===== config.mk =====
export PLATFORM = sky130hd
export DESIGN_NAME = unlocked_index_config_port_core_flat
export DESIGN_NICKNAME = d
export VERILOG_FILES = /design/src/rtl/uicp_pkg.sv /design/src/rtl/uicp_req_if.sv /design/src/rtl/uicp_rsp_if.sv /design/src/rtl/uicp_ram.sv /design/src/rtl/unlocked_index_config_port_core.sv /design/src/flat_wrapper.sv
export SDC_FILE = /design/constraint.sdc
export NUM_CORES = 2
export LEC_CHECK = 0
export BUFFER_PORTS_ARGS = -buffer_cell sky130_fd_sc_hd__buf_4
export CAP_MARGIN = 20
export CORE_AREA = 2 2 403 405
export CTS_CLUSTER_DIAMETER = 40
export DETAILED_ROUTE_END_ITERATION = 10
export DIE_AREA = 0 0 405 407
export PLACE_DENSITY_LB_ADDON = 0.15
export RECOVER_POWER = 25
export SKIP_CTS_REPAIR_TIMING = 1
export SLEW_MARGIN = 25
export SYNTH_ARGS = -nofsm -noshare
export SYNTH_HDL_FRONTEND = slang
export SYNTH_SLANG_ARGS = --single-unit

===== constraint.sdc =====
create_clock -name clk -period 2.69 [get_ports clk]
set_clock_uncertainty 0.1 [all_clocks]
set_input_delay 0.6725 -clock clk [delete_from_list [all_inputs] [get_ports clk]]
set_output_delay 0.6725 -clock clk [all_outputs]
set_load 0.02 [all_outputs]

===== src/rtl/uicp_pkg.sv =====
// ----------------------------------------------------------------------------
// Configuration port package
// Shared constants: port decode, command codes, register map.
// ----------------------------------------------------------------------------
package uicp_pkg;

	localparam int unsigned CfgDepth = 256;
	localparam int unsigned CfgWidth = 8;
	localparam int unsigned CfgAddrW = $clog2(CfgDepth);

	localparam logic CMD_READ  = 1'b0;
	localparam logic CMD_WRITE = 1'b1;

	localparam logic [1:0] PORT_INDEX  = 2'd0;
	localparam logic [1:0] PORT_UNLOCK = 2'd1;
	localparam logic [1:0] PORT_DATA   = 2'd2;

	localparam logic [CfgAddrW-1:0] REG_SHADOW_EF = 8'h00;
	localparam logic [CfgAddrW-1:0] REG_BIOS_WR   = 8'h08;
	localparam logic [CfgAddrW-1:0] REG_BASE_MEM  = 8'h12;
	localparam logic [CfgAddrW-1:0] REG_SMRAM     = 8'h1B;
	localparam logic [CfgAddrW-1:0] REG_SHADOW_C  = 8'h1C;
	localparam logic [CfgAddrW-1:0] REG_IRQ_B     = 8'h1D;
	localparam logic [CfgAddrW-1:0] REG_IRQ_C     = 8'h1E;
	localparam logic [CfgAddrW-1:0] REG_IRQ_D     = 8'h21;

	localparam logic [CfgWidth-1:0] DATA_UNARMED = 8'hFF;

endpackage


===== src/rtl/uicp_req_if.sv =====
// ----------------------------------------------------------------------------
// Access request channel
// Valid/ready channel carrying one I/O access per item.
// ----------------------------------------------------------------------------
interface uicp_req_if;
	logic       valid;
	logic       ready;
	logic       cmd;
	logic [1:0] io_port;
	logic [7:0] write_data;

	modport source (output valid, cmd, io_port, write_data, input ready);
	modport sink   (input valid, cmd, io_port, write_data, output ready);
endinterface


===== src/rtl/uicp_rsp_if.sv =====
// ----------------------------------------------------------------------------
// Access result channel
// Valid/ready channel carrying read data and decoded chipset controls.
// ----------------------------------------------------------------------------
interface uicp_rsp_if;
	logic       valid;
	logic       ready;
	logic [7:0] read_data;
	logic [1:0] shadow_ef_read;
	logic       bios_shadow_write;
	logic [3:0] shadow_c_read;
	logic [3:0] shadow_d_read;
	logic       base_memory_512k;
	logic       smram_enabled;
	logic       smi_request;
	logic [3:0] irq_route_a;
	logic [3:0] irq_route_b;
	logic [3:0] irq_route_c;
	logic [3:0] irq_route_d;

	modport source (output valid, read_data, shadow_ef_read, bios_shadow_write,
		shadow_c_read, shadow_d_read, base_memory_512k, smram_enabled, smi_request,
		irq_route_a, irq_route_b, irq_route_c, irq_route_d, input ready);
	modport sink   (input valid, read_data, shadow_ef_read, bios_shadow_write,
		shadow_c_read, shadow_d_read, base_memory_512k, smram_enabled, smi_request,
		irq_route_a, irq_route_b, irq_route_c, irq_route_d, output ready);
endinterface


===== src/rtl/uicp_ram.sv =====
// ----------------------------------------------------------------------------
// Generic RAM
// One write port, one read port with registered read data.
// ----------------------------------------------------------------------------
module uicp_ram #(
	parameter int unsigned Width = 8,
	parameter int unsigned Depth = 256,
	parameter int unsigned AddrW = $clog2(Depth)
) (
	input  logic             clk,
	input  logic             we,
	input  logic [AddrW-1:0] waddr,
	input  logic [Width-1:0] wdata,
	input  logic             re,
	input  logic [AddrW-1:0] raddr,
	output logic [Width-1:0] rdata
);

	logic [Width-1:0] mem [Depth];

	always_ff @(posedge clk) begin
		if (we) begin
			mem[waddr] <= wdata;
		end
		if (re) begin
			rdata <= mem[raddr];
		end
	end

endmodule


===== src/rtl/unlocked_index_config_port_core.sv =====
// ----------------------------------------------------------------------------
// Indexed configuration port with unlock
// Index, unlock and data ports in front of a 256-byte register file.
// ----------------------------------------------------------------------------
// Usage:
//   req carries one I/O access per item (cmd, io_port, write_data); rsp
//   returns one result per item with the read byte and the controls decoded
//   from the register file as it stands after the access.
//   An item taken at one edge is offered on rsp from the cycle after that
//   edge. One item is taken every cycle while rsp is not stalled;
//   the register file RAM is written and read at the accepting edge, so a
//   data access right behind a write sees the new byte.
//   The result register holds while rsp.ready is low, and req.ready falls
//   until it is taken.
//   Reset clears the index, the unlock state and the decoded controls; a
//   flag per register marks bytes written since reset, unwritten bytes read
//   as zero. No clearing pass is needed.
// ----------------------------------------------------------------------------
module unlocked_index_config_port_core import uicp_pkg::*; (
	input  logic         clk,
	input  logic         arst_n,
	uicp_req_if.sink     req,
	uicp_rsp_if.source   rsp
);

	logic                acc;
	logic                data_wr;
	logic                data_rd;
	logic [CfgAddrW-1:0] index_q;
	logic                armed_q;
	logic [CfgDepth-1:0] ent_vld_q;
	logic [CfgWidth-1:0] swapped;
	logic [CfgWidth-1:0] ram_rdata;
	logic [CfgWidth-1:0] rdata_nxt;

	logic [1:0] ef_q;
	logic       bios_q;
	logic       base_q;
	logic       smram_q;
	logic       smi_bit_q;
	logic [3:0] d_q;
	logic [3:0] c_q;
	logic [3:0] irqa_q;
	logic [3:0] irqb_q;
	logic [3:0] irqc_q;
	logic [3:0] irqd_q;

	logic                vld_s1;
	logic                smi_s1;
	logic                ram_sel_s1;
	logic                ent_s1;
	logic [CfgWidth-1:0] rdata_s1;

	assign req.ready = !vld_s1 || rsp.ready;
	assign acc       = req.valid && req.ready;
	assign swapped   = {index_q[3:0], index_q[7:4]};
	assign data_wr   = acc && req.cmd == CMD_WRITE && req.io_port == PORT_DATA && armed_q;
	assign data_rd   = acc && req.cmd == CMD_READ && req.io_port == PORT_DATA && armed_q;

	always_comb begin
		rdata_nxt = '0;
		if (req.cmd == CMD_READ) begin
			case (req.io_port)
				PORT_INDEX:  rdata_nxt = index_q;
				PORT_UNLOCK: rdata_nxt = swapped;
				default:     rdata_nxt = DATA_UNARMED;
			endcase
		end
	end

	uicp_ram #(
		.Width (CfgWidth),
		.Depth (CfgDepth)
	) u_cfg_ram (
		.clk   (clk),
		.we    (data_wr),
		.waddr (index_q),
		.wdata (req.write_data),
		.re    (data_rd),
		.raddr (index_q),
		.rdata (ram_rdata)
	);

	always_ff @(posedge clk or negedge arst_n) begin
		if (!arst_n) begin
			index_q   <= '0;
			armed_q   <= 1'b0;
			ent_vld_q <= '0;
			ef_q      <= '0;
			bios_q    <= 1'b0;
			base_q    <= 1'b0;
			smram_q   <= 1'b0;
			smi_bit_q <= 1'b0;
			d_q       <= '0;
			c_q       <= '0;
			irqa_q    <= '0;
			irqb_q    <= '0;
			irqc_q    <= '0;
			irqd_q    <= '0;
			vld_s1    <= 1'b0;
			smi_s1    <= 1'b0;
		end else begin
			if (acc) begin
				vld_s1 <= 1'b1;
				smi_s1 <= data_wr && index_q == REG_SMRAM && !smi_bit_q
					&& req.write_data[4];
			end else if (rsp.ready) begin
				vld_s1 <= 1'b0;
			end
			if (acc && req.cmd == CMD_WRITE && req.io_port == PORT_INDEX) begin
				index_q <= req.write_data;
			end
			if (acc && req.cmd == CMD_WRITE && req.io_port == PORT_UNLOCK
				&& req.write_data == swapped) begin
				armed_q <= 1'b1;
			end
			if (data_wr || data_rd) begin
				armed_q <= 1'b0;
			end
			if (data_wr) begin
				ent_vld_q[index_q] <= 1'b1;
				case (index_q)
					REG_SHADOW_EF: ef_q   <= req.write_data[3:2];
					REG_BIOS_WR:   bios_q <= req.write_data[2];
					REG_BASE_MEM:  base_q <= req.write_data[1];
					REG_SMRAM: begin
						smram_q   <= req.write_data[6];
						smi_bit_q <= req.write_data[4];
						d_q       <= req.write_data[3:0];
					end
					REG_SHADOW_C: begin
						c_q    <= req.write_data[3:0];
						irqa_q <= req.write_data[7:4];
					end
					REG_IRQ_B:     irqb_q <= req.write_data[7:4];
					REG_IRQ_C:     irqc_q <= req.write_data[7:4];
					REG_IRQ_D:     irqd_q <= req.write_data[7:4];
					default:       ;
				endcase
			end
		end
	end

	always_ff @(posedge clk) begin
		if (acc) begin
			rdata_s1   <= rdata_nxt;
			ram_sel_s1 <= data_rd;
			ent_s1     <= ent_vld_q[index_q];
		end
	end

	assign rsp.valid             = vld_s1;
	assign rsp.read_data         = ram_sel_s1 ? (ent_s1 ? ram_rdata : '0) : rdata_s1;
	assign rsp.shadow_ef_read    = ef_q;
	assign rsp.bios_shadow_write = bios_q;
	assign rsp.shadow_c_read     = c_q;
	assign rsp.shadow_d_read     = d_q;
	assign rsp.base_memory_512k  = base_q;
	assign rsp.smram_enabled     = smram_q;
	assign rsp.smi_request       = smi_s1;
	assign rsp.irq_route_a       = irqa_q;
	assign rsp.irq_route_b       = irqb_q;
	assign rsp.irq_route_c       = irqc_q;
	assign rsp.irq_route_d       = irqd_q;

	a_data_disarms: assert property (@(posedge clk) disable iff (!arst_n)
		(data_wr || data_rd) |=> !armed_q)
		else $error("data access left the port armed");

	a_unarmed_read_ff: assert property (@(posedge clk) disable iff (!arst_n)
		(acc && req.cmd == CMD_READ && req.io_port == PORT_DATA && !armed_q)
		|=> rsp.read_data == DATA_UNARMED)
		else $error("unarmed data read did not return all ones");

	a_write_zero: assert property (@(posedge clk) disable iff (!arst_n)
		(acc && req.cmd == CMD_WRITE) |=> rsp.read_data == '0)
		else $error("write item returned non-zero read data");

	a_smi_bit_set: assert property (@(posedge clk) disable iff (!arst_n)
		(rsp.valid && rsp.smi_request) |-> smi_bit_q)
		else $error("software SMI raised without the trigger bit set");

endmodule


===== src/flat_wrapper.sv =====
// flat-port wrapper written by rule: the top's interface ports become plain ports
module unlocked_index_config_port_core_flat import uicp_pkg::*;
  (clk, arst_n, req_valid, req_cmd, req_io_port, req_write_data, req_ready, rsp_valid, rsp_read_data, rsp_shadow_ef_read, rsp_bios_shadow_write, rsp_shadow_c_read, rsp_shadow_d_read, rsp_base_memory_512k, rsp_smram_enabled, rsp_smi_request, rsp_irq_route_a, rsp_irq_route_b, rsp_irq_route_c, rsp_irq_route_d, rsp_ready);
  uicp_req_if req_i ();
  uicp_rsp_if rsp_i ();
  input  logic clk;
  input  logic arst_n;
  input wire logic [$bits(req_i.valid)-1:0] req_valid;
  input wire logic [$bits(req_i.cmd)-1:0] req_cmd;
  input wire logic [$bits(req_i.io_port)-1:0] req_io_port;
  input wire logic [$bits(req_i.write_data)-1:0] req_write_data;
  output wire logic [$bits(req_i.ready)-1:0] req_ready;
  output wire logic [$bits(rsp_i.valid)-1:0] rsp_valid;
  output wire logic [$bits(rsp_i.read_data)-1:0] rsp_read_data;
  output wire logic [$bits(rsp_i.shadow_ef_read)-1:0] rsp_shadow_ef_read;
  output wire logic [$bits(rsp_i.bios_shadow_write)-1:0] rsp_bios_shadow_write;
  output wire logic [$bits(rsp_i.shadow_c_read)-1:0] rsp_shadow_c_read;
  output wire logic [$bits(rsp_i.shadow_d_read)-1:0] rsp_shadow_d_read;
  output wire logic [$bits(rsp_i.base_memory_512k)-1:0] rsp_base_memory_512k;
  output wire logic [$bits(rsp_i.smram_enabled)-1:0] rsp_smram_enabled;
  output wire logic [$bits(rsp_i.smi_request)-1:0] rsp_smi_request;
  output wire logic [$bits(rsp_i.irq_route_a)-1:0] rsp_irq_route_a;
  output wire logic [$bits(rsp_i.irq_route_b)-1:0] rsp_irq_route_b;
  output wire logic [$bits(rsp_i.irq_route_c)-1:0] rsp_irq_route_c;
  output wire logic [$bits(rsp_i.irq_route_d)-1:0] rsp_irq_route_d;
  input wire logic [$bits(rsp_i.ready)-1:0] rsp_ready;
  assign req_i.valid = req_valid;
  assign req_i.cmd = req_cmd;
  assign req_i.io_port = req_io_port;
  assign req_i.write_data = req_write_data;
  assign req_ready = req_i.ready;
  assign rsp_valid = rsp_i.valid;
  assign rsp_read_data = rsp_i.read_data;
  assign rsp_shadow_ef_read = rsp_i.shadow_ef_read;
  assign rsp_bios_shadow_write = rsp_i.bios_shadow_write;
  assign rsp_shadow_c_read = rsp_i.shadow_c_read;
  assign rsp_shadow_d_read = rsp_i.shadow_d_read;
  assign rsp_base_memory_512k = rsp_i.base_memory_512k;
  assign rsp_smram_enabled = rsp_i.smram_enabled;
  assign rsp_smi_request = rsp_i.smi_request;
  assign rsp_irq_route_a = rsp_i.irq_route_a;
  assign rsp_irq_route_b = rsp_i.irq_route_b;
  assign rsp_irq_route_c = rsp_i.irq_route_c;
  assign rsp_irq_route_d = rsp_i.irq_route_d;
  assign rsp_i.ready = rsp_ready;
  unlocked_index_config_port_core u_core (.clk(clk), .arst_n(arst_n), .req(req_i), .rsp(rsp_i));
endmodule

# Word-level counts from Yosys, hierarchy flattened
# Memory sizes are Yosys's and may differ from the RTL's. A register that Yosys moved wholly into a read port is not among the register bits.
# Cells that the tools add are included.
# W data, S select, Z words.
totals:
  ram_bits: 2048
  mem_count: 1
  out_inout_bits: 40
  inputBits: 15
  wordCells: 77
  ff_bits: 307
memory_table:
  columns: ["memory", "depth", "word_bits", "read_ports", "rd_clocked_by_memory_dff", "write_ports", "line_no", "text"]
  rows:
  - ["u_core.u_cfg_ram.mem", 256, 8, 1, 1, 1, "uicp_ram.sv:19", "logic [Width-1:0] mem [Depth];"]
op_classes:
  magnitude_cmp: 2
  eq_ne: 10
  bitwise: 2
  reduce_logical: 30
  mux: 13
op_table:
  columns: ["cell", "n"]
  rows:
  - ["$or A256 B256 Y256", 1]
  - ["$eq A8 B5 Y1 const B", 5]
  - ["$mux W8", 2]
  - ["$pmux W8 S2", 1]
  - ["$reduce_and A2 Y1", 8]
  - ["$logic_and A1 B1 Y1", 14]
  - ["$lt A8 B9 Y1 const B", 1]
  - ["$bmux W1 S8", 1]
  - ["$demux W1 S8", 1]
  - ["$eq A8 B4 Y1 const B", 1]
  - ["$eq A8 B6 Y1 const B", 1]
  - ["$eq A8 B8 Y1", 1]
  - ["$ge A8 B1 Y1 const B", 1]
  - ["$logic_not A8 Y1", 1]
  - ["$mux W1", 8]
  - ["$reduce_bool A2 Y1", 2]
  - ["$eq A2 B1 Y1 const B", 1]
  - ["$eq A2 B2 Y1 const B", 1]
  - ["$logic_not A1 Y1", 2]
  - ["$logic_not A2 Y1", 1]
  - ["$logic_or A1 B1 Y1", 2]
  - ["$not A1 Y1", 1]

# Longest topological paths before layout
depth:
  ltp_word: 9
  mapped_depth: 8

# Modules after synthesis
# A second synthesis with hierarchy kept.
hier_totals:
  hier_cells: 4681
  hier_area_um2: 92767.7
modules_own_cells:
  columns: ["module", "seq_area_each_um2", "area_per_inst_um2", "instances", "cells_per_inst"]
  rows:
  - ["uicp_ram", 61739.2, 79636.4, 1, 3733]
  - ["unlocked_index_config_port_core", 7732.4, 13131.3, 1, 948]

# Worst setup path after synthesis
# OpenSTA, ideal clock, no wires.
synth_path:
  path_kind: "in2reg"
  startpoint: "in req_io_port[0]"
  endpoint: "mem u_core.u_cfg_ram.mem[197][0] (enable)"
  arrival_ns: 2.490
  stages: 8
  required_ns: 2.220
  path_slack_ns: -0.270
  cell_sequence: "buf_2 -> nand3b_1 -> or3_1 -> clkbuf_1 -> nor3_1 -> nand2_1 -> clkbuf_1 -> nor2_1"
synth_via:
  elab_chain_cells: 5
synth_rtl:
  columns: ["element", "line_no", "text"]
  rows:
  - ["start, declared", "flat_wrapper.sv:10", "input wire logic [$bits(req_i.io_port)-1:0] req_io_port;"]
  - ["$eq A2 B2 Y1", "unlocked_index_config_port_core.sv:57", "assign data_wr = acc && req.cmd == CMD_WRITE && req.io_port == PORT_DATA && armed_q;"]
  - ["$logic_and A1 B1 Y1 (2 in a row)", "unlocked_index_config_port_core.sv:57", null]
  - ["$mux W1", "uicp_ram.sv:22", "if (we) begin"]
  - ["$mux W1 (not written as such)", "uicp_ram.sv:23", "mem[waddr] <= wdata;"]
  - ["end, declared", "uicp_ram.sv:19", null]
# No other way between the ends.

==> qor.yml <==
setup_path:
  crit_arrival_ps: 3760
  setup.worst_path.class: "flop to flop"
  endpoint: "u_core.u_cfg_ram.rdata[2]$_DFFE_PP_"
  crit_fanout: 9
  crit_start: "u_core.index_q[0]$_DFFE_PN0P_"
  end_kind: "flop"
  cp.required_ps: 3270
  ff2ff_path_depth: 10
  worst_setup_path_start_kind: "flop"
  r2r_setup_slack_ps: -480
  rr_startpoint: "u_core.index_q[0]$_DFFE_PN0P_"
  r2r_end: "u_core.u_cfg_ram.rdata[2]$_DFFE_PP_"
power_and_ir_drop:
  pwr-share-clk_pct: 40.7
  power_frac_comb_pct: 17.6
  peakVddDrop_v: 0.000847
  sequentialPowerShare_pct: 41.7
  internal_power_mw: 71.3
  power_mw: 96.0
  power_switching_share_pct: 25.7
  power_density_nw_per_um2: 837
  p_leak_nw: 38.5
  p_switching_mw: 24.7
min_path:
  whs_path_depth: 5
  hold_path_class: "input port to flop"
synthesis:
  synth_seq_area_share_pct: 76.3
  post-synth-top-area-fraction_pct: 68.1
  syn_nets: 4431
  synth.distinct_cells: 36
  synth.largest_area_cell: "edfxtp_1"
  avgSynthCellArea_um2: 20.6
  synthArstFlopShare_pct: 12.6
  synth_ff_type: "edfxtp_1"
  synth_seq_cells: 2363
  yosysWarnings: 0
  synth_edf_count: 2066
  synth_area_leaders: "edfxtp_1 68%, mux4_2 14%, dfrtp_1 8.2%"
  yosysMostFrequentCell: "edfxtp_1"
  synthCells: 4416
  synthTopCellsByCount: "2066 x edfxtp_1, 576 x mux4_2, 297 x dfrtp_1, 288 x a22oi_1, 269 x nor2_1"
  syn_area_um2: 91100
drt:
  dr_wl_met3_um: 21200
  antenna_left: 0
  highest_layer: "met5"
  dr.pass1.iters: 7
  vias_per_cell: 6.40
  met1Wirelength_um: 93900
  drt_iter0_drc: 5655
  remaining_drc_errors: 0
  wl_per_cell_um: 31.0
  routed_wl_um: 236000
  vias: 48700
  met2_length_um: 114000
placement:
  dp_hpwl_um: 146000
  dp_slack_ps: -1070
  gp_congestion: 0.899
  numPortBuffers: 54
clocking:
  clkSlewWorstSetupHoldPaths_ps: 60
  root_buffer: "clkbuf_16"
  cts_tree: "built"
  clk_latency_ps: 940
  clock_sinks: 2363
  clk_path_buf_depth: 4
  cts-buffers-inserted: 305
  h-tree-depth: 5
sta:
  setup_violations: 390
  final.min_clock_period_ps: 3170
  setup-tns-final_ps: -25170
  fin_ws_ps: -482
  slew_headroom_pct: -66.8
  hold_slack_ps: 119
  worst_pin_slew_ps: 2500
  grt_setup_unrepaired: "true"
  slew_viol_final: 265
  fmax_ghz: 0.315
  post-route-period-util_pct: 118
  hold_violations: 0
cells_and_area:
  final_nets: 5251
  n_antenna_cell: 0
  area_growth_pct: 26.0
  drive_gt1_share_pct: 42.4
floorplanning:
  die_y_um: 407
  row_count: 147
  start_util_pct: 56.8
  pin_count: 55
  fp.dieW_um: 405
  coreArea_um2: 160000
  dieArea_um2: 165000
flow_run:
  timing.max_cap.violations: 7
grt:
  grt_max_degree: 116
  grt_pass1_wl_um: 338000
  grt.overflow.total: 0
  antenna_found_initial: 1
  grt_pass1_vias: 48900
  grt_usage_pct: 28.7
run_status:
  failed_checks: "max-capacitance violations, max-slew violations, negative setup slack"
  status: "finished with violations"
sequential cells by signal, summed over array words and instances, names as in the netlist, 2 cells and up:
name	flops
u_core.u_cfg_ram.mem	2048
u_core.ent_vld_q	256
u_core.index_q	8
u_core.rdata_s1	8
u_core.u_cfg_ram.rdata	8
u_core.rsp.irq_route_a	4
u_core.rsp.irq_route_b	4
u_core.rsp.irq_route_c	4
u_core.rsp.irq_route_d	4
u_core.rsp.shadow_c_read	4
u_core.rsp.shadow_d_read	4
u_core.rsp.shadow_ef_read	2
worst min-delay path by stage:
stage | startpoint | endpoint
finish | rsp_ready | u_core.rsp.valid$_DFFE_PN0P_
global route | rsp_ready | u_core.rsp.valid$_DFFE_PN0P_
CTS | arst_n | u_core.ent_vld_q[16]$_DFFE_PN0N_
detailed placement | u_core.ent_vld_q[2]$_DFFE_PN0N_ | u_core.ent_vld_q[2]$_DFFE_PN0N_
global placement | u_core.smi_bit_q$_DFFE_PN0P_ | u_core.rsp.smi_request$_DFFE_PN0N_
floorplan | arst_n | u_core.armed_q$_DFFE_PN0P_
power groups by stage:
stage          clock network (mW)  logic [mW]  registers [mW]
2_1_floorplan                   0        8.07            40.7
3_5_place_dp                    0        15.2            40.8
4_1_cts                      39.5        15.3            40.0
3_3_place_gp                    0        15.1            40.8
5_1_grt                      41.0        17.6            40.1
6_report                     39.0        16.9            40.1
metal layers:
layer / vias to the layer above / global-route usage, %
li1: 20000 / -
met2: 2351 / 44.2
met5: - / 0
met1: 26000 / 41.4
met4: 2 / 9.63
met3: 431 / 6.25
layout make-up:
class / count / area (um^2)
clock buffer: 369 / 8050
clock inverter: 161 / 1650
fill: 9359 / 45500
inverter: 13 / 52.6
multi-input combinational: 1727 / 22800
sequential: 2363 / 69500
tap: 2160 / 2700
timing repair buffer: 826 / 9940
placed cells by master (no fill, tap or decap), types with 8 or more instances in the layout:
| master | Yosys | final |
|---|---|---|
| nor2_4 | 0 | 210 |
| clkinvlp_4 | 0 | 25 |
| clkbuf_1 | 195 | 61 |
| a21oi_2 | 0 | 31 |
| a21oi_1 | 144 | 110 |
| clkbuf_2 | 0 | 11 |
| nor2_2 | 2 | 15 |
| buf_4 | 9 | 485 |
| clkinv_2 | 0 | 27 |
| a22oi_1 | 288 | 241 |
| inv_6 | 0 | 28 |
| nand2_2 | 0 | 19 |
| nor2_1 | 269 | 46 |
| a22oi_2 | 0 | 47 |
| mux4_2 | 576 | 576 |
| bufinv_16 | 0 | 23 |
| inv_1 | 12 | 11 |
| o41ai_4 | 0 | 12 |
| mux2_2 | 33 | 33 |
| o21bai_1 | 208 | 208 |
| buf_6 | 21 | 30 |
| buf_16 | 0 | 17 |
| nor2b_1 | 16 | 13 |
| clkinv_4 | 0 | 22 |
| clkinv_1 | 1 | 30 |
| edfxtp_1 | 2066 | 2066 |
| o41ai_2 | 0 | 21 |
| buf_12 | 0 | 247 |
| xnor2_1 | 8 | 8 |
| dfrtp_1 | 297 | 294 |
| a211oi_1 | 8 | 8 |
| nand4_1 | 11 | 11 |
| or2_2 | 48 | 48 |
| clkbuf_16 | 0 | 322 |
critical path: stages (launching register included):
cell     delay (ps)
dfrtp_4         490
buf_12          180
buf_16          180
buf_16          150
buf_4           140
mux4_2          510
a22oi_2         220
a21oi_4         120
o41ai_4         530
buf_4           200
nand4_1          80
stage by stage:
| step | instance area (um^2) | instances | util [%] |
|---|---|---|---|
| finish | 115000 | 7619 | 71.6 |
| global route | 115000 | 7619 | 71.6 |
| CTS | 112000 | 7475 | 69.9 |
| detailed placement | 102000 | 6945 | 63.8 |
| global placement | 102000 | 6945 | 63.8 |
| floorplan | 92800 | 4416 | - |
cell families after synthesis:
family	count (synthesis)	synth area share (%)
AO/OA/AOI/OAI	698	5.38
XOR/XNOR	8	0.0769
buffers and inverters	326	1.61
flip-flops	2363	76.3
multiplexers	612	14.7
AND/OR/NAND/NOR	409	1.96
(Power assumes the default switching activity.)
